`src/hw/rtl/lru_pkg.sv`:
```
// Shared types and constants for the LRU key tracker.
`timescale 1ns / 1ps
package lru_pkg;
  localparam int ENTRIES = 16;
  localparam int IDX_W = $clog2(ENTRIES);
  localparam int CNT_W = $clog2(ENTRIES + 1);
  localparam int MAX_RESULTS = 16;

  typedef enum logic [2:0] {
    KIND_TOUCH  = 3'd0,
    KIND_POP    = 3'd1,
    KIND_REMOVE = 3'd2,
    KIND_FIND   = 3'd3,
    KIND_LIST   = 3'd4
  } kind_t;

  typedef enum logic [1:0] {
    ST_OK    = 2'd0,
    ST_MISS  = 2'd1,
    ST_FULL  = 2'd2,
    ST_EMPTY = 2'd3
  } status_t;

  typedef struct packed {
    logic [2:0]  kind;
    logic [31:0] key;
    logic [6:0]  list_limit;
  } req_t;

  typedef struct packed {
    logic [1:0]  status;
    logic [31:0] key_out;
    logic [6:0]  occupancy;
    logic        last;
  } rsp_t;

  // One write to a slot's record: key plus both links.
  typedef struct packed {
    logic [31:0]      key;
    logic [IDX_W-1:0] newer;
    logic [IDX_W-1:0] older;
  } slot_t;
endpackage

```
`src/hw/rtl/lru_if.sv`:
```
// Valid/ready channel interfaces for requests and results.
`timescale 1ns / 1ps
interface lru_req_if;
  import lru_pkg::*;
  logic valid;
  logic ready;
  logic [2:0]  kind;
  logic [31:0] key;
  logic [6:0]  list_limit;
  modport source (output valid, kind, key, list_limit, input ready);
  modport sink (input valid, kind, key, list_limit, output ready);
endinterface

interface lru_rsp_if;
  logic valid;
  logic ready;
  logic [1:0]  status;
  logic [31:0] key_out;
  logic [6:0]  occupancy;
  logic        last;
  modport source (output valid, status, key_out, occupancy, last, input ready);
  modport sink (input valid, status, key_out, occupancy, last, output ready);
endinterface

```
`src/hw/rtl/lru_key_tracker_top.sv`:
```
// Top level of the LRU key tracker: channels, slot RAM and sequencer.
`timescale 1ns / 1ps
// Find, full touch and empty pop pass the scan and decide states, then give their beat.
// Touch, pop and remove relink through the slot RAM, reading and writing the records
// in turn; the registered read data of the slot RAM sets this order of states.
// A list emits one beat per key walked, one RAM read per key, each beat held until taken.
// One request is in flight at a time; the next is taken once its last beat goes.
// Synchronous reset empties the tracker; slot RAM contents are not cleared.
module lru_key_tracker_top (
  input  logic     clk,
  input  logic     rst,
  lru_req_if.sink  req,
  lru_rsp_if.source rsp
);
  import lru_pkg::*;

  req_t             r;
  rsp_t             o;
  logic             we;
  logic [IDX_W-1:0] waddr, raddr;
  slot_t            wdata, rdata;

  assign r.kind = req.kind;
  assign r.key = req.key;
  assign r.list_limit = req.list_limit;
  assign rsp.status = o.status;
  assign rsp.key_out = o.key_out;
  assign rsp.occupancy = o.occupancy;
  assign rsp.last = o.last;

  // Slot record store: key plus older/newer links.
  lru_ram #(.WIDTH($bits(slot_t)), .DEPTH(ENTRIES)) u_slots (
    .clk, .we, .waddr, .wdata(wdata), .raddr, .rdata(rdata)
  );

  lru_ctrl u_ctrl (
    .clk, .rst,
    .req_valid(req.valid), .req_ready(req.ready), .req(r),
    .rsp_valid(rsp.valid), .rsp_ready(rsp.ready), .rsp(o),
    .ram_we(we), .ram_waddr(waddr), .ram_wdata(wdata),
    .ram_raddr(raddr), .ram_rdata(rdata)
  );
endmodule

```
`src/hw/rtl/lru_ram.sv`:
```
// Generic single-write, single-read RAM with registered read data.
`timescale 1ns / 1ps
module lru_ram #(
  parameter int WIDTH = 8,
  parameter int DEPTH = 16
) (
  input  logic                     clk,
  input  logic                     we,
  input  logic [$clog2(DEPTH)-1:0] waddr,
  input  logic [WIDTH-1:0]         wdata,
  input  logic [$clog2(DEPTH)-1:0] raddr,
  output logic [WIDTH-1:0]         rdata
);
  logic [WIDTH-1:0] mem [DEPTH];

  always_ff @(posedge clk) begin
    if (we) begin
      mem[waddr] <= wdata;
    end
    rdata <= mem[raddr];
  end
endmodule

```
`src/hw/rtl/lru_ctrl.sv`:
```
// Sequencer: key search, relink read-modify-write and list walk over the slot RAM.
`timescale 1ns / 1ps
module lru_ctrl (
  input  logic                    clk,
  input  logic                    rst,
  input  logic                    req_valid,
  output logic                    req_ready,
  input  lru_pkg::req_t           req,
  output logic                    rsp_valid,
  input  logic                    rsp_ready,
  output lru_pkg::rsp_t           rsp,
  output logic                    ram_we,
  output logic [lru_pkg::IDX_W-1:0] ram_waddr,
  output lru_pkg::slot_t          ram_wdata,
  output logic [lru_pkg::IDX_W-1:0] ram_raddr,
  input  lru_pkg::slot_t          ram_rdata
);
  import lru_pkg::*;

  typedef enum logic [3:0] {
    S_IDLE, S_SCAN, S_DECIDE, S_RD_O, S_WR_O, S_RD_N, S_WR_N,
    S_ATTACH, S_LIST, S_OUT
  } state_t;

  // Keys are mirrored in a register file for the parallel compare.
  logic [31:0]       cam_key [ENTRIES];
  logic [ENTRIES-1:0] valid;
  state_t            state;
  req_t              cur;
  logic [IDX_W-1:0]  newest, oldest;
  logic [CNT_W-1:0]  count;
  logic [ENTRIES-1:0] match;
  logic              hit;
  logic [IDX_W-1:0]  hit_idx, free_idx;
  logic              has_free;
  logic [IDX_W-1:0]  tgt, lnk_o, lnk_n;
  logic              reattach;
  logic [IDX_W-1:0]  walk;
  logic [4:0]        remain;
  logic              rd_pend;
  rsp_t              out;

  always_comb begin
    hit_idx = '0;
    free_idx = '0;
    has_free = 1'b0;
    for (int i = ENTRIES - 1; i >= 0; i--) begin
      match[i] = valid[i] && (cam_key[i] == cur.key);
      if (match[i]) hit_idx = IDX_W'(i);
      if (!valid[i]) begin
        free_idx = IDX_W'(i);
        has_free = 1'b1;
      end
    end
    hit = |match;
  end

  assign req_ready = (state == S_IDLE);
  assign rsp_valid = (state == S_OUT);
  assign rsp = out;

  always_comb begin
    ram_we = 1'b0;
    ram_waddr = tgt;
    ram_wdata = ram_rdata;
    ram_raddr = tgt;
    unique case (state)
      // Fetch the record of the slot about to be detached.
      S_DECIDE: ram_raddr = (cur.kind == KIND_POP) ? oldest : hit_idx;
      S_RD_O: ram_raddr = ram_rdata.older;
      S_WR_O: begin
        ram_we = 1'b1;
        ram_waddr = lnk_o;
        ram_wdata.newer = lnk_n;
      end
      S_RD_N: ram_raddr = lnk_n;
      S_WR_N: begin
        ram_we = 1'b1;
        ram_waddr = lnk_n;
        ram_wdata.older = lnk_o;
      end
      S_ATTACH: begin
        // Write the target first, then the newest slot with its forward link.
        ram_we = 1'b1;
        ram_waddr = rd_pend ? newest : tgt;
        ram_wdata.key = rd_pend ? ram_rdata.key : cur.key;
        ram_wdata.newer = tgt;
        ram_wdata.older = rd_pend ? ram_rdata.older : newest;
        ram_raddr = newest;
      end
      S_LIST: ram_raddr = walk;
      default: ram_raddr = tgt;
    endcase
  end

  always_ff @(posedge clk) begin
    if (rst) begin
      state <= S_IDLE;
      valid <= '0;
      newest <= '0;
      oldest <= '0;
      count <= '0;
    end else begin
      unique case (state)
        S_IDLE: if (req_valid) begin
          cur <= req;
          state <= S_SCAN;
        end
        S_SCAN: state <= S_DECIDE;
        S_DECIDE: begin
          out.key_out <= '0;
          out.last <= 1'b1;
          out.status <= ST_OK;
          out.occupancy <= 7'(count);
          rd_pend <= 1'b0;
          state <= S_OUT;
          unique case (cur.kind)
            KIND_TOUCH: begin
              if (hit) begin
                if (hit_idx != newest) begin
                  tgt <= hit_idx;
                  reattach <= 1'b1;
                  state <= S_RD_O;
                end
              end else if (has_free) begin
                tgt <= free_idx;
                valid[free_idx] <= 1'b1;
                cam_key[free_idx] <= cur.key;
                count <= count + 1'b1;
                out.occupancy <= 7'(count + 1'b1);
                if (count == '0) begin
                  newest <= free_idx;
                  oldest <= free_idx;
                end
                state <= S_ATTACH;
              end else begin
                out.status <= ST_FULL;
              end
            end
            KIND_POP: begin
              if (count == '0) begin
                out.status <= ST_EMPTY;
              end else begin
                tgt <= oldest;
                reattach <= 1'b0;
                out.key_out <= cam_key[oldest];
                valid[oldest] <= 1'b0;
                state <= S_RD_O;
              end
            end
            KIND_REMOVE: begin
              if (!hit) begin
                out.status <= ST_MISS;
              end else begin
                tgt <= hit_idx;
                reattach <= 1'b0;
                valid[hit_idx] <= 1'b0;
                state <= S_RD_O;
              end
            end
            KIND_FIND: begin
              out.status <= hit ? ST_OK : ST_MISS;
              out.key_out <= hit ? cur.key : '0;
            end
            KIND_LIST: begin
              walk <= oldest;
              if (count == '0) begin
                out.status <= ST_EMPTY;
              end else if (cur.list_limit == '0) begin
                out.status <= ST_OK;
              end else begin
                remain <= (7'(count) < cur.list_limit) ? 5'(count)
                        : (cur.list_limit > 7'(MAX_RESULTS)) ? 5'(MAX_RESULTS)
                        : 5'(cur.list_limit);
                state <= S_LIST;
              end
            end
            default: ;
          endcase
        end
        // Detach: the target record arrives now; read its links.
        S_RD_O: begin
          lnk_o <= ram_rdata.older;
          lnk_n <= ram_rdata.newer;
          if (count > CNT_W'(1)) begin
            if (tgt == newest) begin
              newest <= ram_rdata.older;
              state <= reattach ? S_ATTACH : S_OUT;
            end else if (tgt == oldest) begin
              oldest <= ram_rdata.newer;
              state <= reattach ? S_ATTACH : S_OUT;
            end else begin
              state <= S_WR_O;
            end
          end else begin
            state <= reattach ? S_ATTACH : S_OUT;
          end
          if (!reattach) begin
            count <= count - 1'b1;
            out.occupancy <= 7'(count - 1'b1);
          end
        end
        S_WR_O: state <= S_RD_N;
        S_RD_N: state <= S_WR_N;
        S_WR_N: state <= reattach ? S_ATTACH : S_OUT;
        S_ATTACH: begin
          // First visit writes the target and reads the newest slot; if the target is not newest, a second links it.
          if (rd_pend) begin
            rd_pend <= 1'b0;
            newest <= tgt;
            state <= S_OUT;
          end else if (tgt == newest) begin
            state <= S_OUT;
          end else begin
            rd_pend <= 1'b1;
          end
        end
        S_LIST: begin
          if (rd_pend) begin
            out.key_out <= ram_rdata.key;
            out.last <= (remain == 5'd1);
            walk <= ram_rdata.newer;
            remain <= remain - 1'b1;
            rd_pend <= 1'b0;
            state <= S_OUT;
          end else begin
            rd_pend <= 1'b1;
          end
        end
        S_OUT: if (rsp_ready) begin
          state <= (cur.kind == KIND_LIST && !out.last) ? S_LIST : S_IDLE;
        end
        default: state <= S_IDLE;
      endcase
    end
  end
endmodule

```
`src/flat_wrapper.sv`:
```
// flat-port wrapper written by rule: the top's interface ports become plain ports
module lru_key_tracker_top_flat import lru_pkg::*;
  (clk, rst, req_valid, req_kind, req_key, req_list_limit, req_ready, rsp_valid, rsp_status, rsp_key_out, rsp_occupancy, rsp_last, rsp_ready);
  lru_req_if req_i ();
  lru_rsp_if rsp_i ();
  input  logic clk;
  input  logic rst;
  input wire logic [$bits(req_i.valid)-1:0] req_valid;
  input wire logic [$bits(req_i.kind)-1:0] req_kind;
  input wire logic [$bits(req_i.key)-1:0] req_key;
  input wire logic [$bits(req_i.list_limit)-1:0] req_list_limit;
  output wire logic [$bits(req_i.ready)-1:0] req_ready;
  output wire logic [$bits(rsp_i.valid)-1:0] rsp_valid;
  output wire logic [$bits(rsp_i.status)-1:0] rsp_status;
  output wire logic [$bits(rsp_i.key_out)-1:0] rsp_key_out;
  output wire logic [$bits(rsp_i.occupancy)-1:0] rsp_occupancy;
  output wire logic [$bits(rsp_i.last)-1:0] rsp_last;
  input wire logic [$bits(rsp_i.ready)-1:0] rsp_ready;
  assign req_i.valid = req_valid;
  assign req_i.kind = req_kind;
  assign req_i.key = req_key;
  assign req_i.list_limit = req_list_limit;
  assign req_ready = req_i.ready;
  assign rsp_valid = rsp_i.valid;
  assign rsp_status = rsp_i.status;
  assign rsp_key_out = rsp_i.key_out;
  assign rsp_occupancy = rsp_i.occupancy;
  assign rsp_last = rsp_i.last;
  assign rsp_i.ready = rsp_ready;
  lru_key_tracker_top u_core (.clk(clk), .rst(rst), .req(req_i), .rsp(rsp_i));
endmodule
```
`config.mk`:
```
export PLATFORM = sky130hd
export DESIGN_NAME = lru_key_tracker_top_flat
export DESIGN_NICKNAME = d
export VERILOG_FILES = /design/src/hw/rtl/lru_pkg.sv /design/src/hw/rtl/lru_if.sv /design/src/hw/rtl/lru_key_tracker_top.sv /design/src/hw/rtl/lru_ram.sv /design/src/hw/rtl/lru_ctrl.sv /design/src/flat_wrapper.sv
export SDC_FILE = /design/constraint.sdc
export NUM_CORES = 2
export LEC_CHECK = 0
export BUFFER_PORTS_ARGS = -buffer_cell sky130_fd_sc_hd__buf_2
export CORE_MARGIN = 3
export CORE_UTILIZATION = 57
export DETAILED_ROUTE_END_ITERATION = 10
export PLACE_DENSITY = 0.76
export SYNTH_ARGS = -nofsm -noshare
export SYNTH_HDL_FRONTEND = slang
export SYNTH_HIERARCHICAL = 1
export SYNTH_SLANG_ARGS = --single-unit
```
`constraint.sdc`:
```
create_clock -name clk -period 4.9 [get_ports clk]
set_input_delay 0.98 -clock clk [delete_from_list [all_inputs] [get_ports clk]]
set_output_delay 0.98 -clock clk [all_outputs]
set_load 0.05 [all_outputs]
```
==> impl_metrics.py <==
metrics = {
    "route": {
        "drc": 0,
        "antenna_left": 0,
        "wl_mm": 192,
        "num_vias": 38100,
        "drt_iter0_drc": 5995,
        "dr.pass1.iters": 9,
        "avgViaCountPerCell": 7.03,
        "post_drt_wl_per_cell_um": 35.5,
    },
    "min_path": {
        "min_path_type": "in -> reg",
    },
    "logic_synthesis": {
        "synth_cells": 3677,
        "ys_async_sr_fraction": 0,
        "avgSynthCellArea_um2": 16.4,
        "synth.most_common_cell": "edfxtp_1",
        "yosysTopAreaCell": "edfxtp_1",
        "synth_edf_count": 1259,
        "synth_cell_type_count": 77,
        "ys_ff_latch": 1336,
        "synth_top_cells_by_area": "edfxtp_1 (63%), mux4_2 (9.7%), xor2_1 (5.8%)",
        "yosysWarningCount": 6,
        "synthesis.nets": 3736,
        "syn_area_um2": 60400,
        "synth.top_cell.area_share": 0.626,
        "yosysSeqAreaShare": 0.651,
        "ys.flop_type": "edfxtp_1",
        "yosys-top-cells-count": "edfxtp_1 (1259), xor2_1 (403), mux4_2 (260)",
    },
    "die": {
        "die_y_um": 332,
        "core-area_um2": 104000,
        "ios": 90,
        "rows": 118,
        "die_w_um": 332,
        "dieArea_um2": 110000,
        "start_util": 0.579,
    },
    "worst_setup_path": {
        "path_buf_inv": 3,
        "path_common_cell": "buf_6",
        "crit_path_max_fanout": 8,
        "cpLargestDelayFamily": "simple AND/OR/NAND/NOR gates",
        "crit_chain": "buf_4 -> xor2_1 -> nor4_1 -> nand4_1 -> or4_1 -> o211a_4 -> o2111ai_4 -> a22oi_2 -> and2_1 -> o31ai_4 -> buf_6 -> mux2_4 -> buf_6 -> mux4_1 -> a22oi_1 -> nand2_1",
        "cp_slowest_cell": "or4_1",
        "worstPathArrival_ns": 5.52,
        "critical_path.endpoint_type": "register",
        "critPathRequiredTime_ns": 5.55,
        "startpoint_type": "register",
        "max_stage_delay_ns": 0.66,
        "worst-setup-path-type": "reg -> reg",
    },
    "power_and_ir_drop": {
        "power_frac_comb": 0.216,
        "p_leak_nw": 22.4,
        "intPower_mw": 22.5,
        "clkPwrFrac": 0.335,
        "pwr-share-seq": 0.450,
        "switching_share": 0.297,
        "p_total_mw": 32.0,
        "ir_worst_vdd_mv": 0.547,
        "power.switching_mw": 9.50,
        "pwr_density_cell_nw_per_um2": 463,
    },
    "placement": {
        "dp_slack_ns": -0.0410,
        "gp_congestion": 1.05,
        "dp_hpwl_mm": 129,
        "io_buffers": 89,
    },
    "grt": {
        "grt_pass1_wl_mm": 271,
        "grt_max_degree": 44,
        "antenna_found_initial": 14,
        "grt-ovfl-total": 0,
        "grt.total_usage": 0.346,
        "grt_pass1_vias": 36300,
    },
    "clock_network": {
        "root_buffer": "clkbuf_16",
        "postCtsHoldBufs": 0,
        "cts.clk_slew.worst_paths_ns": 0.06,
        "clk-insertion-delay-late_ns": 0.78,
        "cts_made_buffers": 138,
        "htreeDepth": 4,
        "clock_sinks": 1336,
        "cts_tree": "done",
        "clock_path_buffers": 3,
    },
    "timing": {
        "period_share": 0.994,
        "tightest_slew_ns": 1.22,
        "finalSetupViolCount": 0,
        "hold_slack_ns": 0.383,
        "max_freq_mhz": 205,
        "hold_viol": 0,
        "timing.final.ws_setup_ns": 0.0271,
        "rsz0062_at_grt": "true",
        "slew_headroom": 0.187,
        "skew_ns": 0.0444,
        "drv_slew": 0,
        "period_minus_slack_ns": 4.87,
    },
    "cells_and_area": {
        "nets": 3983,
        "areaGrowthSynthToFinish_pct": 14.2,
        "drive_gt1_frac": 0.224,
        "fill_cells": 6966,
    },
    "run": {
        "maxCapViolCount": 0,
    },
    "outcome": {
        "outcome": "completed",
    },
}
## cells in the final DEF, fill, tap and decap left out, types with 16 or more instances in the layout
master     instances
mux4_2           260
nand4_1           69
clkbuf_1          26
a21o_1            20
dfxtp_1           74
nor3_1            49
buf_12            56
a22oi_1           81
xor2_1           403
o21ai_0           56
mux4_1            60
clkinv_1          24
o21ai_1           34
nor2_1            73
and3_1            43
buf_4            156
nor2_4            30
nand4b_1          16
a21oi_1           68
inv_1             44
nand3_1           47
or3_1             16
nand2b_1          17
mux2_2            35
o22ai_1           16
nand2_1          165
buf_2             89
xnor2_1          129
a211oi_1          19
edfxtp_1        1259
clkbuf_16        141
nor4_1           168
## state kept, by name, summed over array words and instances (netlist names), 5 cells and up, named ones only
register,flops
u_core/u_slots/mem,640
u_core/u_ctrl/cam_key,512
u_core/u_ctrl/cur,42
u_core/u_ctrl/rsp,42
u_core/u_slots/rdata,40
u_core/u_ctrl/valid,16
u_core/u_ctrl/count,5
u_core/u_ctrl/remain,5
## power groups by stage
stage	Clock, mW	Sequential (mW)	Combinational, mW
floorplan	0	14.5	4.19
global placement	0	14.6	6.40
detailed placement	0	14.6	6.53
CTS	10.8	14.4	6.60
global route	11.2	14.4	7.24
finish	10.7	14.4	6.89
## repair_timing
action / 4_1_cts / 5_1_grt
cloned: 0 / 4
setup buffers: 0 / 14
endpoints found under the setup margin: 32 / 148
pin swaps: 0 / 9
gates resized for setup: 4 / 40
## cell families after synthesis
kind of cell	Yosys count	synth area share
muxes	368	0.132
xor gates and xnor gates	532	0.0771
and+or+nand+nor	792	0.0720
DFF	1336	0.651
AOI/OAI and AO/OA	383	0.0421
buffers and inverters	253	0.0230
adders and majority gates	13	0.00282
## area by class of cell
class                   instances  area [µm²]  share of cell area
well taps                    1380        1730              0.0250
flip-flops and latches       1336       39400               0.570
clock inverters                78         945              0.0137
inverters                      44         165             0.00239
clock buffers                 173        3690              0.0534
repair buffers                314        2920              0.0423
diodes                          4        10.0            0.000145
multi-input cells            2090       20200               0.293
## worst register-to-register path: stages, from the launching register on
cell       delay, ns
edfxtp_1        0.45
buf_4           0.18
xor2_1          0.17
nor4_1          0.35
nand4_1         0.25
or4_1           0.66
o211a_4         0.22
o2111ai_4       0.25
a22oi_2         0.14
and2_1          0.21
o31ai_4         0.33
buf_6           0.18
mux2_4          0.30
buf_6           0.20
mux4_1          0.60
a22oi_1         0.18
nand2_1         0.07
## through the flow
| stage | instances | utilization | area, µm² | TNS, ns |
|---|---|---|---|---|
| detailed placement | 5146 | 0.613 | 64000 | -0.0738 |
| global route | 5415 | 0.661 | 69000 | -0.138 |
| global placement | 5146 | 0.613 | 64000 | 0 |
| finish | 5419 | 0.661 | 69000 | 0 |
| CTS | 5397 | 0.657 | 68600 | 0 |
| floorplan | 3677 | - | 60400 | 0 |
## per-layer routing
| metal | GRT usage | routed length [µm] |
|---|---|---|
| met5 | 0 | 46 |
| met4 | 0.134 | 8440 |
| met3 | 0.0963 | 25800 |
| met2 | 0.501 | 84700 |
| met1 | 0.502 | 73500 |
## final timing paths
kind	start	cells past startpoint	slack (ns)	end
worst max-delay path	u_core/u_ctrl/cur[22]	16	0.03	u_core/u_slots/rdata[27]
worst max register to register	u_core/u_ctrl/cur[22]	16	0.03	u_core/u_slots/rdata[27]
worst min register to register	u_core/u_slots/rdata[3]	0	0.56	u_core/u_ctrl/lnk_o[3]
worst min-delay path	req_key[9]	1	0.38	u_core/u_ctrl/cur[16]
(Power assumes the default switching activity.)
